[config.mk]
export PLATFORM = sky130hd
export DESIGN_NAME = pixel_format_to_rgba_core
export DESIGN_NICKNAME = d
export VERILOG_FILES = /design/src/rtl/pfr_pkg.sv /design/src/rtl/pixel_format_to_rgba_core.sv /design/src/rtl/pfr_front.sv /design/src/rtl/pfr_queue.sv /design/src/rtl/pfr_back.sv
export SDC_FILE = /design/constraint.sdc
export NUM_CORES = 1
export LEC_CHECK = 0
export BUFFER_PORTS_ARGS = -buffer_cell sky130_fd_sc_hd__buf_2
export CORE_ASPECT_RATIO = 0.7
export CORE_UTILIZATION = 44
export CTS_BUF_LIST = sky130_fd_sc_hd__clkbuf_8
export DETAILED_ROUTE_END_ITERATION = 16
export PLACE_DENSITY = 0.65
export SYNTH_ARGS = -nofsm -noshare
export SYNTH_HDL_FRONTEND = slang
export SYNTH_SLANG_ARGS = --single-unit
export TNS_END_PERCENT = 10
[constraint.sdc]
create_clock -name i_clk -period 16.2 [get_ports i_clk]
set_input_delay 0.81 -clock i_clk [delete_from_list [all_inputs] [get_ports i_clk]]
set_output_delay 0.81 -clock i_clk [all_outputs]
set_load 0.005 [all_outputs]
[src/rtl/pfr_pkg.sv]
package pfr_pkg;

    // Fixed-point scaling of the chroma coefficients
    localparam int COEF_FRAC_BITS = 16;
    localparam int COEF_W         = COEF_FRAC_BITS + 2;   // signed, all coefficients below 2.0
    localparam int PROD_W         = COEF_FRAC_BITS + 11;  // coefficient times signed 9-bit chroma
    localparam int SUM_W          = COEF_FRAC_BITS + 11;  // luma plus chroma terms
    localparam int QUOT_W         = SUM_W - COEF_FRAC_BITS;

    // Coefficients rounded to nearest, halves up
    localparam logic [63:0] RV_RAW = ((64'd14075 << COEF_FRAC_BITS) + 64'd5000) / 64'd10000;
    localparam logic [63:0] GU_RAW = ((64'd3455  << COEF_FRAC_BITS) + 64'd5000) / 64'd10000;
    localparam logic [63:0] GV_RAW = ((64'd7169  << COEF_FRAC_BITS) + 64'd5000) / 64'd10000;
    localparam logic [63:0] BU_RAW = ((64'd17790 << COEF_FRAC_BITS) + 64'd5000) / 64'd10000;

    localparam logic signed [COEF_W-1:0] K_RV = $signed({1'b0, RV_RAW[COEF_W-2:0]});
    localparam logic signed [COEF_W-1:0] K_GU = $signed({1'b0, GU_RAW[COEF_W-2:0]});
    localparam logic signed [COEF_W-1:0] K_GV = $signed({1'b0, GV_RAW[COEF_W-2:0]});
    localparam logic signed [COEF_W-1:0] K_BU = $signed({1'b0, BU_RAW[COEF_W-2:0]});

    // Source formats
    localparam logic [2:0] FMT_RGBA = 3'd0;
    localparam logic [2:0] FMT_RGB  = 3'd1;
    localparam logic [2:0] FMT_BGR  = 3'd2;
    localparam logic [2:0] FMT_BGRA = 3'd3;
    localparam logic [2:0] FMT_LUM  = 3'd4;
    localparam logic [2:0] FMT_UYVY = 3'd5;

    localparam int QUEUE_DEPTH = 2;

    typedef struct packed {
        logic [7:0] byte0;
        logic [7:0] byte1;
        logic [7:0] byte2;
        logic [7:0] byte3;
    } t_pix_in;

    typedef struct packed {
        logic [7:0] red;
        logic [7:0] green;
        logic [7:0] blue;
        logic [7:0] alpha;
        logic       last_in_run;
    } t_pix_out;

    // Classified transaction passed from the front end to the back end
    typedef struct packed {
        logic [2:0]               fmt;
        t_pix_in                  pix;
        logic signed [PROD_W-1:0] r_term;
        logic signed [PROD_W-1:0] g_term;
        logic signed [PROD_W-1:0] b_term;
    } t_work;

endpackage

[src/rtl/pixel_format_to_rgba_core.sv]
// Pixel format to RGBA converter. Each input transaction carries four source
// bytes; the pixel_format register (written through i_cfg_we / i_cfg_data;
// the user must write it only while the block is idle, the block itself does
// not enforce this) selects how they are read: rgba, rgb, bgr, bgra,
// luminance or uyvy. Plain formats give one RGBA pixel per transaction with
// last_in_run set; uyvy gives two pixels sharing one chroma pair, the Y0
// pixel first and the Y1 pixel second with last_in_run set. Undefined format
// codes pass the four bytes through unchanged. Throughput is one output pixel
// per clock while the receiver is ready, set by the back-end output register.
// From input acceptance to the first pixel a transaction passes the front-end
// register (format capture and chroma multiplies), a two-entry queue, and the
// back-end output register. Both sides stall independently.
module pixel_format_to_rgba_core (
    input  logic              i_clk,
    input  logic              i_rst_n,
    input  logic              i_cfg_we,
    input  logic [2:0]        i_cfg_data,
    input  logic              i_valid,
    output logic              o_ready,
    input  pfr_pkg::t_pix_in  i_data,
    output logic              o_valid,
    input  logic              i_ready,
    output pfr_pkg::t_pix_out o_data
);

    logic           push;
    logic           push_ready;
    pfr_pkg::t_work front_work;
    logic           q_valid;
    logic           q_pop;
    pfr_pkg::t_work q_work;

    // Front end: capture the format with the transaction, form chroma products
    pfr_front u_front (
        .i_clk        (i_clk),
        .i_rst_n      (i_rst_n),
        .i_cfg_we     (i_cfg_we),
        .i_cfg_data   (i_cfg_data),
        .i_valid      (i_valid),
        .o_ready      (o_ready),
        .i_data       (i_data),
        .o_push       (push),
        .i_push_ready (push_ready),
        .o_work       (front_work)
    );

    // Short queue: decouple front-end stalls from output back-pressure
    pfr_queue u_queue (
        .i_clk        (i_clk),
        .i_rst_n      (i_rst_n),
        .i_push       (push),
        .o_push_ready (push_ready),
        .i_work       (front_work),
        .o_valid      (q_valid),
        .i_pop        (q_pop),
        .o_work       (q_work)
    );

    // Back end: reorder bytes or finish the YUV sums, one pixel per cycle while the receiver is ready
    pfr_back u_back (
        .i_clk        (i_clk),
        .i_rst_n      (i_rst_n),
        .i_work_valid (q_valid),
        .i_work       (q_work),
        .o_pop        (q_pop),
        .o_valid      (o_valid),
        .i_ready      (i_ready),
        .o_data       (o_data)
    );

endmodule

[src/rtl/pfr_front.sv]
module pfr_front (
    input  logic           i_clk,
    input  logic           i_rst_n,
    input  logic           i_cfg_we,
    input  logic [2:0]     i_cfg_data,
    input  logic           i_valid,
    output logic           o_ready,
    input  pfr_pkg::t_pix_in i_data,
    output logic           o_push,
    input  logic           i_push_ready,
    output pfr_pkg::t_work o_work
);

    logic [2:0]     r_fmt;
    logic           r_valid;
    logic           n_valid;
    pfr_pkg::t_work r_work;
    pfr_pkg::t_work n_work;

    logic signed [8:0]                  du;
    logic signed [8:0]                  dv;
    logic signed [pfr_pkg::PROD_W-1:0]  gu_prod;
    logic signed [pfr_pkg::PROD_W-1:0]  gv_prod;

    assign o_ready = !r_valid || i_push_ready;
    assign o_push  = r_valid;
    assign o_work  = r_work;

    // Signed chroma, value minus 128
    assign du = $signed({1'b0, i_data.byte0}) - 9'sd128;
    assign dv = $signed({1'b0, i_data.byte2}) - 9'sd128;

    assign gu_prod = pfr_pkg::PROD_W'(pfr_pkg::K_GU * du);
    assign gv_prod = pfr_pkg::PROD_W'(pfr_pkg::K_GV * dv);

    always_comb begin
        n_work.fmt    = r_fmt;
        n_work.pix    = i_data;
        n_work.r_term = pfr_pkg::PROD_W'(pfr_pkg::K_RV * dv);
        n_work.g_term = gu_prod + gv_prod;
        n_work.b_term = pfr_pkg::PROD_W'(pfr_pkg::K_BU * du);
    end

    always_comb begin
        n_valid = r_valid;
        if (i_valid && o_ready) begin
            n_valid = 1'b1;
        end else if (i_push_ready) begin
            n_valid = 1'b0;
        end
    end

    always_ff @(posedge i_clk) begin
        if (!i_rst_n) begin
            r_fmt   <= pfr_pkg::FMT_RGBA;
            r_valid <= 1'b0;
        end else begin
            r_valid <= n_valid;
            if (i_cfg_we) begin
                r_fmt <= i_cfg_data;
            end
        end
    end

    always_ff @(posedge i_clk) begin
        if (i_valid && o_ready) begin
            r_work <= n_work;
        end
    end

endmodule

[src/rtl/pfr_queue.sv]
module pfr_queue (
    input  logic           i_clk,
    input  logic           i_rst_n,
    input  logic           i_push,
    output logic           o_push_ready,
    input  pfr_pkg::t_work i_work,
    output logic           o_valid,
    input  logic           i_pop,
    output pfr_pkg::t_work o_work
);

    localparam int PTR_W = (pfr_pkg::QUEUE_DEPTH > 1) ? $clog2(pfr_pkg::QUEUE_DEPTH) : 1;
    localparam int CNT_W = $clog2(pfr_pkg::QUEUE_DEPTH + 1);
    localparam logic [PTR_W-1:0] LAST_PTR = PTR_W'(pfr_pkg::QUEUE_DEPTH - 1);
    localparam logic [CNT_W-1:0] FULL_CNT = CNT_W'(pfr_pkg::QUEUE_DEPTH);

    pfr_pkg::t_work     r_mem [pfr_pkg::QUEUE_DEPTH];
    logic [PTR_W-1:0]   r_wr_ptr;
    logic [PTR_W-1:0]   r_rd_ptr;
    logic [CNT_W-1:0]   r_count;
    logic               do_push;
    logic               do_pop;

    assign o_push_ready = (r_count != FULL_CNT);
    assign o_valid      = (r_count != '0);
    assign o_work       = r_mem[r_rd_ptr];
    assign do_push      = i_push && o_push_ready;
    assign do_pop       = i_pop && o_valid;

    always_ff @(posedge i_clk) begin
        if (!i_rst_n) begin
            r_wr_ptr <= '0;
            r_rd_ptr <= '0;
            r_count  <= '0;
        end else begin
            if (do_push) begin
                r_wr_ptr <= (r_wr_ptr == LAST_PTR) ? '0 : r_wr_ptr + 1'b1;
            end
            if (do_pop) begin
                r_rd_ptr <= (r_rd_ptr == LAST_PTR) ? '0 : r_rd_ptr + 1'b1;
            end
            if (do_push && !do_pop) begin
                r_count <= r_count + 1'b1;
            end else if (do_pop && !do_push) begin
                r_count <= r_count - 1'b1;
            end
        end
    end

    always_ff @(posedge i_clk) begin
        if (do_push) begin
            r_mem[r_wr_ptr] <= i_work;
        end
    end

endmodule

[src/rtl/pfr_back.sv]
module pfr_back (
    input  logic             i_clk,
    input  logic             i_rst_n,
    input  logic             i_work_valid,
    input  pfr_pkg::t_work   i_work,
    output logic             o_pop,
    output logic             o_valid,
    input  logic             i_ready,
    output pfr_pkg::t_pix_out o_data
);

    logic              r_second;
    logic              r_valid;
    pfr_pkg::t_pix_out r_out;
    pfr_pkg::t_pix_out n_out;
    logic              load;
    logic              is_uyvy;

    logic [7:0]                        y_sel;
    logic signed [pfr_pkg::SUM_W-1:0]  ys;
    logic signed [pfr_pkg::SUM_W-1:0]  r_sum;
    logic signed [pfr_pkg::SUM_W-1:0]  g_sum;
    logic signed [pfr_pkg::SUM_W-1:0]  b_sum;

    function automatic logic [7:0] floor_clamp(input logic signed [pfr_pkg::SUM_W-1:0] v);
        logic signed [pfr_pkg::SUM_W-1:0]  sh;
        logic signed [pfr_pkg::QUOT_W-1:0] q;
        sh = v >>> pfr_pkg::COEF_FRAC_BITS;
        q  = sh[pfr_pkg::QUOT_W-1:0];
        if (q < 0) begin
            floor_clamp = 8'd0;
        end else if (q > $signed(pfr_pkg::QUOT_W'(255))) begin
            floor_clamp = 8'd255;
        end else begin
            floor_clamp = q[7:0];
        end
    endfunction

    assign is_uyvy = (i_work.fmt == pfr_pkg::FMT_UYVY);
    assign load    = i_work_valid && (!r_valid || i_ready);
    assign o_pop   = load && (!is_uyvy || r_second);
    assign o_valid = r_valid;
    assign o_data  = r_out;

    assign y_sel = r_second ? i_work.pix.byte3 : i_work.pix.byte1;
    assign ys    = $signed({{(pfr_pkg::SUM_W - 8 - pfr_pkg::COEF_FRAC_BITS){1'b0}}, y_sel,
                            {pfr_pkg::COEF_FRAC_BITS{1'b0}}});
    assign r_sum = ys + pfr_pkg::SUM_W'(i_work.r_term);
    assign g_sum = ys - pfr_pkg::SUM_W'(i_work.g_term);
    assign b_sum = ys + pfr_pkg::SUM_W'(i_work.b_term);

    always_comb begin
        n_out.red         = i_work.pix.byte0;
        n_out.green       = i_work.pix.byte1;
        n_out.blue        = i_work.pix.byte2;
        n_out.alpha       = i_work.pix.byte3;
        n_out.last_in_run = 1'b1;
        case (i_work.fmt)
            pfr_pkg::FMT_RGB: begin
                n_out.alpha = 8'hFF;
            end
            pfr_pkg::FMT_BGR: begin
                n_out.red   = i_work.pix.byte2;
                n_out.blue  = i_work.pix.byte0;
                n_out.alpha = 8'hFF;
            end
            pfr_pkg::FMT_BGRA: begin
                n_out.red  = i_work.pix.byte2;
                n_out.blue = i_work.pix.byte0;
            end
            pfr_pkg::FMT_LUM: begin
                n_out.green = i_work.pix.byte0;
                n_out.blue  = i_work.pix.byte0;
                n_out.alpha = 8'hFF;
            end
            pfr_pkg::FMT_UYVY: begin
                n_out.red         = floor_clamp(r_sum);
                n_out.green       = floor_clamp(g_sum);
                n_out.blue        = floor_clamp(b_sum);
                n_out.alpha       = 8'hFF;
                n_out.last_in_run = r_second;
            end
            default: begin
                // rgba and unknown codes pass straight through
            end
        endcase
    end

    always_ff @(posedge i_clk) begin
        if (!i_rst_n) begin
            r_valid  <= 1'b0;
            r_second <= 1'b0;
        end else begin
            if (load) begin
                r_valid <= 1'b1;
            end else if (i_ready) begin
                r_valid <= 1'b0;
            end
            if (load && is_uyvy) begin
                r_second <= !r_second;
            end
        end
    end

    always_ff @(posedge i_clk) begin
        if (load) begin
            r_out <= n_out;
        end
    end

endmodule

### Word level (Yosys, flattened, before mapping)

Memory sizes are Yosys's and may differ from the RTL's. A register that Yosys moved wholly into a read port is not among the register bits.
Cells that the tools add are included.

| cells by class | value |
|---|---|
| $add $sub $neg | 10 |
| multiply operators | 4 |
| div/mod/pow operators | 0 |
| $lt $le $gt $ge | 6 |
| equality and inequality tests | 6 |
| shift-type cells | 0 |
| multiplexer cells | 22 |
| bitwise operators | 0 |
| reductions and logical operators | 24 |

Operator list:

| kind | number |
|---|---|
| two-way mux 8 bit | 7 |
| adder 25 x 27 -> 27 bit | 2 |
| multiplier 17 x 9 -> 26 bit (first input constant) | 2 |
| one-hot mux 8 bit (2 select lines) | 3 |
| greater-than comparator 11 x 9 -> 1 bit (second input constant) | 3 |
| less-than comparator 11 x 1 -> 1 bit (second input constant) | 3 |
| adder 27 bit | 1 |
| multiplier 18 x 9 -> 27 bit (first input constant) | 1 |
| subtractor 25 x 27 -> 27 bit | 1 |
| multiplier 16 x 9 -> 25 bit (first input constant) | 1 |
| subtractor 8 x 8 -> 9 bit (second input constant) | 2 |
| two-way mux 1 bit | 10 |
| logical AND 1 bit | 8 |
| nonzero test 2 bit | 4 |
| equality test 3 x 2 -> 1 bit (second input constant) | 2 |
| equality test 3 bit (second input constant) | 2 |
| logical NOT 1 bit | 6 |
| two-way mux 2 bit | 2 |
| OR reduction 4 bit | 1 |
| equality test 3 x 1 -> 1 bit (second input constant) | 1 |
| logical OR 1 bit | 3 |
| OR reduction 3 bit | 1 |
| adder 1 bit (second input constant) | 2 |
| adder 2 x 1 -> 2 bit (second input constant) | 1 |
| other kinds (3) | 3 |

| word-level totals | value |
|---|---|
| register bits after elaboration | 158 |
| latch bits | 0 |
| memory bits (writable) | 230 |
| ROM bits | 0 |
| output and inout bits | 35 |
| word-level logic and storage cells | 93 |
| memories kept | 1 |

Memory list:

| name | depth | bits a word | read ports | clocked after memory_dff | write ports | RTL line | source |
|---|---|---|---|---|---|---|---|
| u_queue.r_mem | 2 | 115 | 1 | 1 | 1 | pfr_queue.sv:17 | `pfr_pkg::t_work r_mem [pfr_pkg::QUEUE_DEPTH];` |

### Depth between registers and ports, before layout

Gate-level depths: netlist of run 1.

| depth | value |
|---|---|
| depth in word-level cells | 8 |
| depth in mapped cells | 29 |
| gate-level depth less buffers | 29 |

### Cells and area by module

Synthesis of run 1 repeated with hierarchy kept, for this count alone.

| unflattened totals | value |
|---|---|
| cells, all modules | 1885 |
| area total of the unflattened synthesis | 25090.3 µm² |

Modules (own cells, without submodules):

| module | times used | cells each | area each (µm²) | sequential area each (µm²) |
|---|---|---|---|---|
| pfr_front | 1 | 1115 | 12972.4 | 3383.2 |
| pfr_queue | 1 | 385 | 8768.4 | 7066.8 |
| pfr_back | 1 | 385 | 3349.5 | 1031.0 |

### Least setup slack after synthesis of run 1

OpenSTA, ideal clock, no wires.

| timing path | value |
|---|---|
| path kind | input to register |
| start | input port i_data[31] (netlist bit) |
| end | register u_front.r_work (netlist bit u_front.o_work[51]), data pin |
| arrival time | 6414 ps |
| data required time | 15941 ps |
| path slack | 9527 ps |
| stages | 28 |
| buffers on the path | 0 |
| cells stage by stage | inv_1 ha_1 inv_1 ha_1 inv_1 fa_1 inv_1 fa_1 inv_1 fa_1 inv_1 ha_1 a21oi_1 nor2b_1 o21a_1 o21ai_0 nor2b_1 o21a_1 nor2_1 xnor2_1 ha_1 or3_2 o211ai_1 o21ai_2 a31oi_4 o221ai_2 o41a_1 xor2_1 |

RTL lines:

| element | RTL line | source |
|---|---|---|
| from (decl) | pixel_format_to_rgba_core.sv:20 | `input pfr_pkg::t_pix_in i_data,` |
| to (signal assigned) | pfr_front.sv:67 | `r_work <= n_work;` |
| to (decl) | pfr_front.sv:17 | `pfr_pkg::t_work r_work;` |

==> flow_summary.ini, run 1 <==
[global_route]
grt.total_usage_pct = 19.2
antenna_found_initial = 1
grt_first_pass_wirelength_mm = 74.1
grt_overflow = 0
grt_max_degree = 64
grt_pass1_vias = 13746

[finish]
final_common_cell = ha_1
final_cells = 2587
final_nets = 2380
fillers = 4248
area_growth_pct = 9.56
n_antenna_cell = 0
layout_common_cells = ha_1, edfxtp_1, inv_1
drive_above_1_share_pct = 10.4

[floorplanning]
start_util_pct = 44.6
die_y_um = 186
dieArea_um2 = 49500
pin_count = 75
die_w_um = 265
rows = 67
core_area_um2 = 47900

[timing]
relSlewSlack_pct = 25.3
drv_slew = 0
fin_crit_ns = 7.11
setup_viol = 0
fin_worst_skew_ns = 0.0263
worst_pin_slew_ns = 1.11
rsz0062_at_grt = no
final_hold_viol_count = 0
fin_crit_sh_pct = 43.9
tns_ns = 0
clock.fmax_mhz = 141
worst_slack_ns = 9.09

[clock_tree]
numCtsBuffers = 48
insertion_delay_ns = 0.57
cts_htree_levels = 2
tritoncts = built
cts_setup_buffers = 0
ctsResizeCount = 0
cts_root_buf = clkbuf_8
clk_pin_slew_worst_paths_ns = 0.06
hold_buffers = 0
clockBufferDepth = 3
clock_sinks = 296

[setup_path]
max_stage_delay_ns = 0.57
end_kind = flop
crit_path_start_kind = input port
crit_family = adder cells
crit_type = in -> reg
path_buf_inv = 8
cp.required_ns = 16.50
crit_top_cell = inv_1
arrival_ns = 7.41
cp_max_fo = 15
crit_slowest_cell = o311ai_0

[synthesis]
synth_warnings = 0
ys_ff_latch = 296
synth_cell_types = 72
syn_avg_cell_area_um2 = 12.0
synthArstFlopShare_pct = 0
synth-edff-count = 285
synth.area.top_cells = edfxtp_1, ha_1, fa_1, inv_1, xnor2_1
syn_area_um2 = 21400
synth_top_area_share_pct = 40.1
yosysTopAreaCell = edfxtp_1
ys_seq_area_share_pct = 41.1
synth_flop_cell = edfxtp_1
synthCells = 1784
syn-num-nets = 2270

[placed_design]
dp.cells = 2499
io_buffers = 74
dp_hpwl_mm = 37.0
routabilityCongestion = 0.894
place_ws_ns = 8.53

[routing]
drc = 0
wl_mm = 46.7
drt-initial-drc-count = 859
detail-route-antenna-nets = 0
wire_per_inst_um = 18.1
vias_per_cell = 5.21
num_vias = 13469
drt_pass1_iterations = 5

[flow_run]
maxCapViolations = 0

[power_and_ir_drop]
p_leak_uw = 0.0101
power.density_nw_per_um2 = 196
peakVddDrop_mv = 0.228

[min_path]
hp-class = in -> reg

[run_status]
status = completed
layer usage:
metal | share of wire, % | global-route usage [%] | wire length [µm]
met2 | 43 | 29.2 | 20100
met1 | 50 | 28.9 | 23400
met3 | 5.7 | 3.13 | 2670
met4 | 1.2 | 3.58 | 552
met5 | 0 | 0 | 0
Yosys cell counts, types with 24 or more instances:
cell type,number
fa_1,115
mux2i_1,47
xnor2_1,67
edfxtp_1,285
o21ai_0,67
ha_1,331
mux2_2,27
nand2_1,56
nor2_1,105
o21a_1,24
inv_1,228
a21oi_1,74
nor3_1,37
xor2_1,27
and2_1,25
report_power, final:
group          leakage (µW)  switching [µW]  internal, µW
Combinational       0.00689            1630          1130
Clock              0.000478             292           299
Sequential          0.00276            89.3          1160
final cells by class:
type                    count  area [µm²]  share of cell area (%)
clock inverters            39         200                   0.855
well taps                 655         820                    3.50
flip-flops and latches    296        8780                    37.5
inverters                 228         856                    3.66
clock buffers              49         674                    2.88
multi-input cells        1241       11700                    49.8
repair buffers             79         408                    1.74
logic make-up after synthesis:
kind of cell | after synthesis | share of synthesized area [%]
AOI/OAI and AO/OA | 297 | 9.05
adders and majority gates | 446 | 30.2
other | 1 | 0.0176
muxes | 74 | 3.62
DFF | 296 | 41.1
buffers and inverters | 247 | 4.41
and+or+nand+nor | 329 | 7.80
xor gates and xnor gates | 94 | 3.85
path summary, 6_finish.rpt:
| check | startpoint | end | slack [ns] | depth (start not counted) |
|---|---|---|---|---|
| setup reg to reg | flop | u_back.o_data[26] | 11.51 | 13 |
| hold / removal | i_data[6] | u_front.o_work[87] | 0.41 | 1 |
| setup / recovery | i_data[31] | u_front.o_work[52] | 9.09 | 29 |
| hold reg to reg | u_front.o_work[79] | u_queue.r_mem[1][78] | 0.44 | 0 |
registers in the layout (all words and copies together), names as in the netlist, named ones only:
name              flops
u_back.o_data        33
u_back.o_valid        1
u_back.r_second       1
u_front.o_push        1
u_front.o_work       84
u_front.r_fmt         3
u_queue.r_count       2
u_queue.r_mem       168
u_queue.r_rd_ptr      1
u_queue.r_wr_ptr      1
metrics by stage:
step                cell area (µm²)  total power (µW)  utilization (%)  hold slack (ns)
floorplan                     21400              3250                -            0.408
global placement              22500              3930             47.1            0.424
detailed placement            22500              4000             47.1            0.428
CTS                           23400              4610             48.9            0.376
global route                  23400              4990             48.9            0.380
finish                        23400              4600             48.9            0.414
Note: power is estimated with default switching activity, not from simulation.
==> run 2, diff against run 1 <==
==> constraint.sdc (replaced) <==
create_clock -name i_clk -period 6.74 [get_ports i_clk]
set_input_delay 0.337 -clock i_clk [delete_from_list [all_inputs] [get_ports i_clk]]
set_output_delay 0.337 -clock i_clk [all_outputs]
set_load 0.005 [all_outputs]
==> run 2 against run 1 <==
  * Sequential power increased by 140%
  * Count of clock-buffer cells in the layout unchanged
  * Utilization is 0.70 points higher
  * Critical endpoint is now u_front.o_work[51]
==> flow_summary.ini, run 2 (synthesis gave the netlist of run 1 again) <==
[run_status]
status = completed

[clock_tree]
clock_sinks = 296
numCtsBuffers = 46
insertion_delay_ns = 0.59
tritoncts = built
cts_htree_levels = 2
clockBufferDepth = 3
cts_root_buf = clkbuf_8
clk_pin_slew_worst_paths_ns = 0.06

[floorplanning]
rows = 67
dieArea_um2 = 49500
start_util_pct = 44.6
die_y_um = 186
die_w_um = 265
pin_count = 75
core_area_um2 = 47900

[routing]
detail-route-antenna-nets = 0
num_vias = 13659
wl_met2_mm = 19.5
wl_met3_mm = 2.57
vias_per_cell = 5.21
drt-initial-drc-count = 896
wl_mm = 47.0
wire_per_inst_um = 17.9
drc = 0
drt_pass1_iterations = 5
m1WireLength_mm = 24.0
highest_layer = met4

[power_and_ir_drop]
peakVddDrop_mv = 0.489
p_sw_share_pct = 43.1
pwr-share-comb_pct = 59.9
switching_power_uw = 4740
clkPwrFrac_pct = 12.8
p_int_uw = 6260
p_leak_uw = 0.0103
seqPwrFrac_pct = 27.3
power.density_nw_per_um2 = 463

[placed_design]
detailed_place.area_um2 = 22700
place_ws_ns = 0.152
io_buffers = 74
dp.cells = 2524
dp_hpwl_mm = 37.4
routabilityCongestion = 0.893

[setup_path]
crit_slowest_cell = fa_1
end_kind = flop
max_stage_delay_ns = 0.60
arrival_ns = 6.36
crit_type = in -> reg
crit_top_cell = fa_1
crit_family = adder cells
path_buf_inv = 1
crit_path_start_kind = input port
cp.required_ns = 7.05
path_cells = buf_2 -> fa_1 -> fa_1 -> ha_1 -> fa_1 -> ha_1 -> fa_1 -> a21o_1 -> a21oi_1 -> nor2b_1 -> o21a_1 -> o21ai_0 -> nor2b_1 -> o21a_1 -> nor2_1 -> xnor2_1 -> ha_1 -> or3_2 -> o211ai_1 -> o21ai_2 -> a31oi_4 -> o221ai_2 -> o41a_1 -> xor2_1
cp_max_fo = 6

[finish]
fillers = 4247
fin_area_um2 = 23700
final_cells = 2623
largest_register_ff_count = 168
n_antenna_cell = 0
final_nets = 2421
final_common_cell = ha_1
drive_above_1_share_pct = 11.4
layout_common_cells = ha_1, edfxtp_1, inv_1
regMostFlops = u_queue.r_mem
final_util_pct = 49.6
area_growth_pct = 11.1

[timing]
fin_worst_skew_ns = 0.0362
relSlewSlack_pct = 28.5
fin_crit_sh_pct = 89.7
fin_crit_ns = 6.04
setup_viol = 0
drv_slew = 0
worst_pin_slew_ns = 1.07
worst_slack_ns = 0.695
tns_ns = 0
rsz0062_at_grt = no
final_hold_viol_count = 0
clock.fmax_mhz = 165

[global_route]
grt_pass1_vias = 13707
grt.total_usage_pct = 19.3
antenna_found_initial = 0
grt_first_pass_wirelength_mm = 74.7
grt_overflow = 0
grt_max_degree = 66

[flow_run]
maxCapViolations = 0

[min_path]
hp-class = in -> reg
## run 2: layer usage
metal | global-route usage, % | up-vias
li1 | - | 6657
met1 | 29.7 | 6585
met2 | 28.5 | 347
met3 | 3.18 | 70
met4 | 4.16 | 0
met5 | 0 | -
## run 2: worst min-delay path: stages
cell and delay [ns]:
buf_2 0.09, mux2i_1 0.06, nor2b_1 0.10
## run 2: final timing paths
check | from | endpoint | slack [ns] | cells after the start
setup / recovery | i_data[25] | u_front.o_work[51] | 0.70 | 24
hold / removal | i_cfg_data[0] | u_front.r_fmt[0] | 0.03 | 3
setup reg to reg | flop | u_back.o_data[26] | 2.08 | 13
hold reg to reg | u_front.o_work[72] | u_queue.r_mem[1][71] | 0.42 | 0
## run 2: timing repair
item,4_1_cts,5_1_grt
setup endpoints to repair,0,0
gates resized for setup,0,0
hold buffers,18,0
buffers inserted,0,0
hold endpoints to repair,18,0
## run 2: power by group through the flow
stage	Sequential, µW	Clock, µW	Combinational [µW]
2_1_floorplan	2940	0	4870
3_3_place_gp	3020	0	6370
3_5_place_dp	3040	0	6530
4_1_cts	3010	1440	6590
5_1_grt	3040	1510	7390
6_report	3000	1400	6590
## run 2: final cells by class
type                    count  area [µm²]  area share (%)
repair buffers            122         776            3.27
multi-input cells        1241       11700            49.1
clock inverters            32         168           0.706
clock buffers              49         674            2.84
flip-flops and latches    296        8780            37.0
inverters                 228         856            3.60
well taps                 655         820            3.45
## run 2: through the flow
stage          hold WS (ns)  total power (µW)
2_1_floorplan         0.408              7810
3_3_place_gp          0.417              9390
3_5_place_dp          0.424              9570
4_1_cts              0.0121             11000
5_1_grt              0.0429             11900
6_report             0.0313             11000
==> run 3, diff against run 2 <==
--- a/config.mk
+++ b/config.mk
@@ -6,7 +6,7 @@
 export NUM_CORES = 1
 export LEC_CHECK = 0
 export BUFFER_PORTS_ARGS = -buffer_cell sky130_fd_sc_hd__buf_2
-export CORE_ASPECT_RATIO = 0.7
+export CORE_ASPECT_RATIO = 1.1
 export CORE_UTILIZATION = 44
 export CTS_BUF_LIST = sky130_fd_sc_hd__clkbuf_8
 export DETAILED_ROUTE_END_ITERATION = 16
==> constraint.sdc (replaced) <==
create_clock -name i_clk -period 6.74 [get_ports i_clk]
set_input_delay 0.337 -clock i_clk [delete_from_list [all_inputs] [get_ports i_clk]]
set_output_delay 0.337 -clock i_clk [all_outputs]
set_load 0.01 [all_outputs]
==> run 3 against run 2 <==
  * Clock skew shrank 0.0087 ns
  * Hold slack gained 0.0032 ns
  * Non-clock buffer count shrank 7
  * Count of clock-buffer cells in the layout shrank 4
  * Die area is essentially flat
  * Sequential cell count is the same
  * Combinational power shrank 1%
  * Cell area shrank 0.33%
  * Utilization shrank 0.12 points
  * Power shrank 1.1%
  * Critical path type unchanged
  * Highest routed layer unchanged
==> flow_summary.ini, run 3 (synthesis gave the netlist of run 1 again) <==
[timing]
fin_crit_ns = 6.21
clock.fmax_mhz = 161
worst_pin_slew_ns = 1.05
worst_slack_ns = 0.528
setup_viol = 0
relSlewSlack_pct = 29.6
fin_crit_sh_pct = 92.2
final_hold_viol_count = 0
rsz0062_at_grt = no
drv_slew = 0
tns_ns = 0
fin_worst_skew_ns = 0.0276

[placed_design]
place_ws_ns = 0.0163
routabilityCongestion = 0.917
dp_hpwl_mm = 36.4
io_buffers = 74

[routing]
detail-route-antenna-nets = 0
wire_per_inst_um = 17.5
num_vias = 13537
wl_mm = 45.6
vias_per_cell = 5.20
drt-initial-drc-count = 603
drc = 0
drt_pass1_iterations = 4

[power_and_ir_drop]
power.density_nw_per_um2 = 460
peakVddDrop_mv = 0.398
p_leak_uw = 0.0103
power.total_uw = 10900

[setup_path]
arrival_ns = 6.50
crit_path_start_kind = input port
r2r-end = u_back.o_data[32]
crit_path_start = i_data[25]
r2r_setup_slack_ns = 2.04
cp_max_fo = 6
ff2ff_path_depth = 13
path_cells = buf_2 -> fa_1 -> fa_1 -> ha_1 -> fa_1 -> ha_1 -> fa_1 -> a21o_1 -> a21oi_1 -> nor2b_1 -> o21a_1 -> o21ai_0 -> nor2b_1 -> o21a_1 -> nor2_1 -> xnor2_1 -> ha_1 -> or3_2 -> o211ai_1 -> o21ai_2 -> a31oi_4 -> o221ai_2 -> o41a_1 -> xor2_1
crit_top_cell = fa_1
max_stage_delay_ns = 0.61
cp.required_ns = 7.03
crit_slowest_cell = fa_1
end_kind = flop
endpoint = u_front.o_work[51]
crit_type = in -> reg

[clock_tree]
clockBufferDepth = 3
ctsResizeCount = 0
cts_setup_buffers = 0
cts_root_buf = clkbuf_8
tritoncts = built
clk_pin_slew_worst_paths_ns = 0.06
cts_htree_levels = 2
numCtsBuffers = 43
insertion_delay_ns = 0.57
clock_sinks = 296

[finish]
drive_above_1_share_pct = 10.9
largest_register_ff_count = 168
n_antenna_cell = 0
final_common_cell = ha_1
fillers = 4197
layout_common_cells = ha_1, edfxtp_1, inv_1
regMostFlops = u_queue.r_mem
final_nets = 2411
area_growth_pct = 10.8

[floorplanning]
start_util_pct = 44.7
die_y_um = 233
die_w_um = 212
dieArea_um2 = 49400
core_area_um2 = 47800
pin_count = 75
rows = 84

[global_route]
grt_overflow = 0
antenna_found_initial = 0
grt_max_degree = 55
grt_pass1_vias = 13943
grt_first_pass_wirelength_mm = 72.7
grt.total_usage_pct = 19.0

[min_path]
hold_path_depth = 3
hp-class = in -> reg

[flow_run]
maxCapViolations = 0

[run_status]
status = completed
## run 3: changes by cell type in the layout (fill, tap and decap cells not counted), sizes merged
| cell | delta |
|---|---|
| dlygate4sd3 | -2 |
| clkinv | -9 |
| inv | +7 |
| buf | -5 |
| bufinv | +2 |
| clkbuf | -4 |
## run 3: timing repair
item / 4_1_cts / 5_1_grt
hold endpoints to repair: 16 / 0
setup endpoints to repair: 0 / 0
hold buffers: 16 / 0
## run 3: layout make-up
| type | count | area, µm² | area share, % |
|---|---|---|---|
| multi-input cells | 1241 | 11700 | 49.3 |
| clock inverters | 32 | 214 | 0.904 |
| well taps | 645 | 807 | 3.41 |
| inverters | 228 | 856 | 3.62 |
| clock buffers | 45 | 619 | 2.62 |
| repair buffers | 115 | 718 | 3.03 |
| flip-flops and latches | 296 | 8780 | 37.1 |
## run 3: worst max-delay path: cells and delay by family
kind	cells	cell delay [ns]
xor+xnor	2	0.25
fa+ha+maj	7	2.95
buf+inv	1	0.15
simple gates	4	0.77
compound gates	10	2.03
## run 3: routing by layer
layer	share of wire, %	track usage [%]	up-vias
met5	0	0	-
met4	3.3	6.93	0
met3	3.3	1.91	80
met2	50	34.1	255
met1	43	23.4	6566
li1	-	-	6636
## run 3: stage by stage
stage | utilization, % | area [µm²] | hold WS, ns | std cells
after detailed placement | 47.4 | 22700 | 0.425 | 2509
after CTS | 49.5 | 23700 | 0.00754 | 2602
after floorplan | - | 21400 | 0.408 | 1784
final | 49.5 | 23700 | 0.0345 | 2602
after global placement | 47.4 | 22700 | 0.418 | 2509
after global routing | 49.5 | 23700 | 0.0436 | 2602
## run 3: where the power goes
group          internal, µW  switching, µW
Sequential             2780            194
Combinational          2730           3790
Clock                   736            649
Total                  6250           4640
## run 3: worst min-delay path by stage
stage	from	to	slack, ns
3_5_place_dp	u_front.r_fmt[2]	u_front.o_work[115]	0.42
6_report	i_valid	u_front.o_push	0.03
4_1_cts	i_valid	u_front.o_push	0.008
3_3_place_gp	u_front.r_fmt[1]	u_front.o_work[114]	0.42
5_1_grt	i_valid	u_front.o_push	0.04
2_1_floorplan	u_front.r_fmt[0]	u_front.o_work[113]	0.41
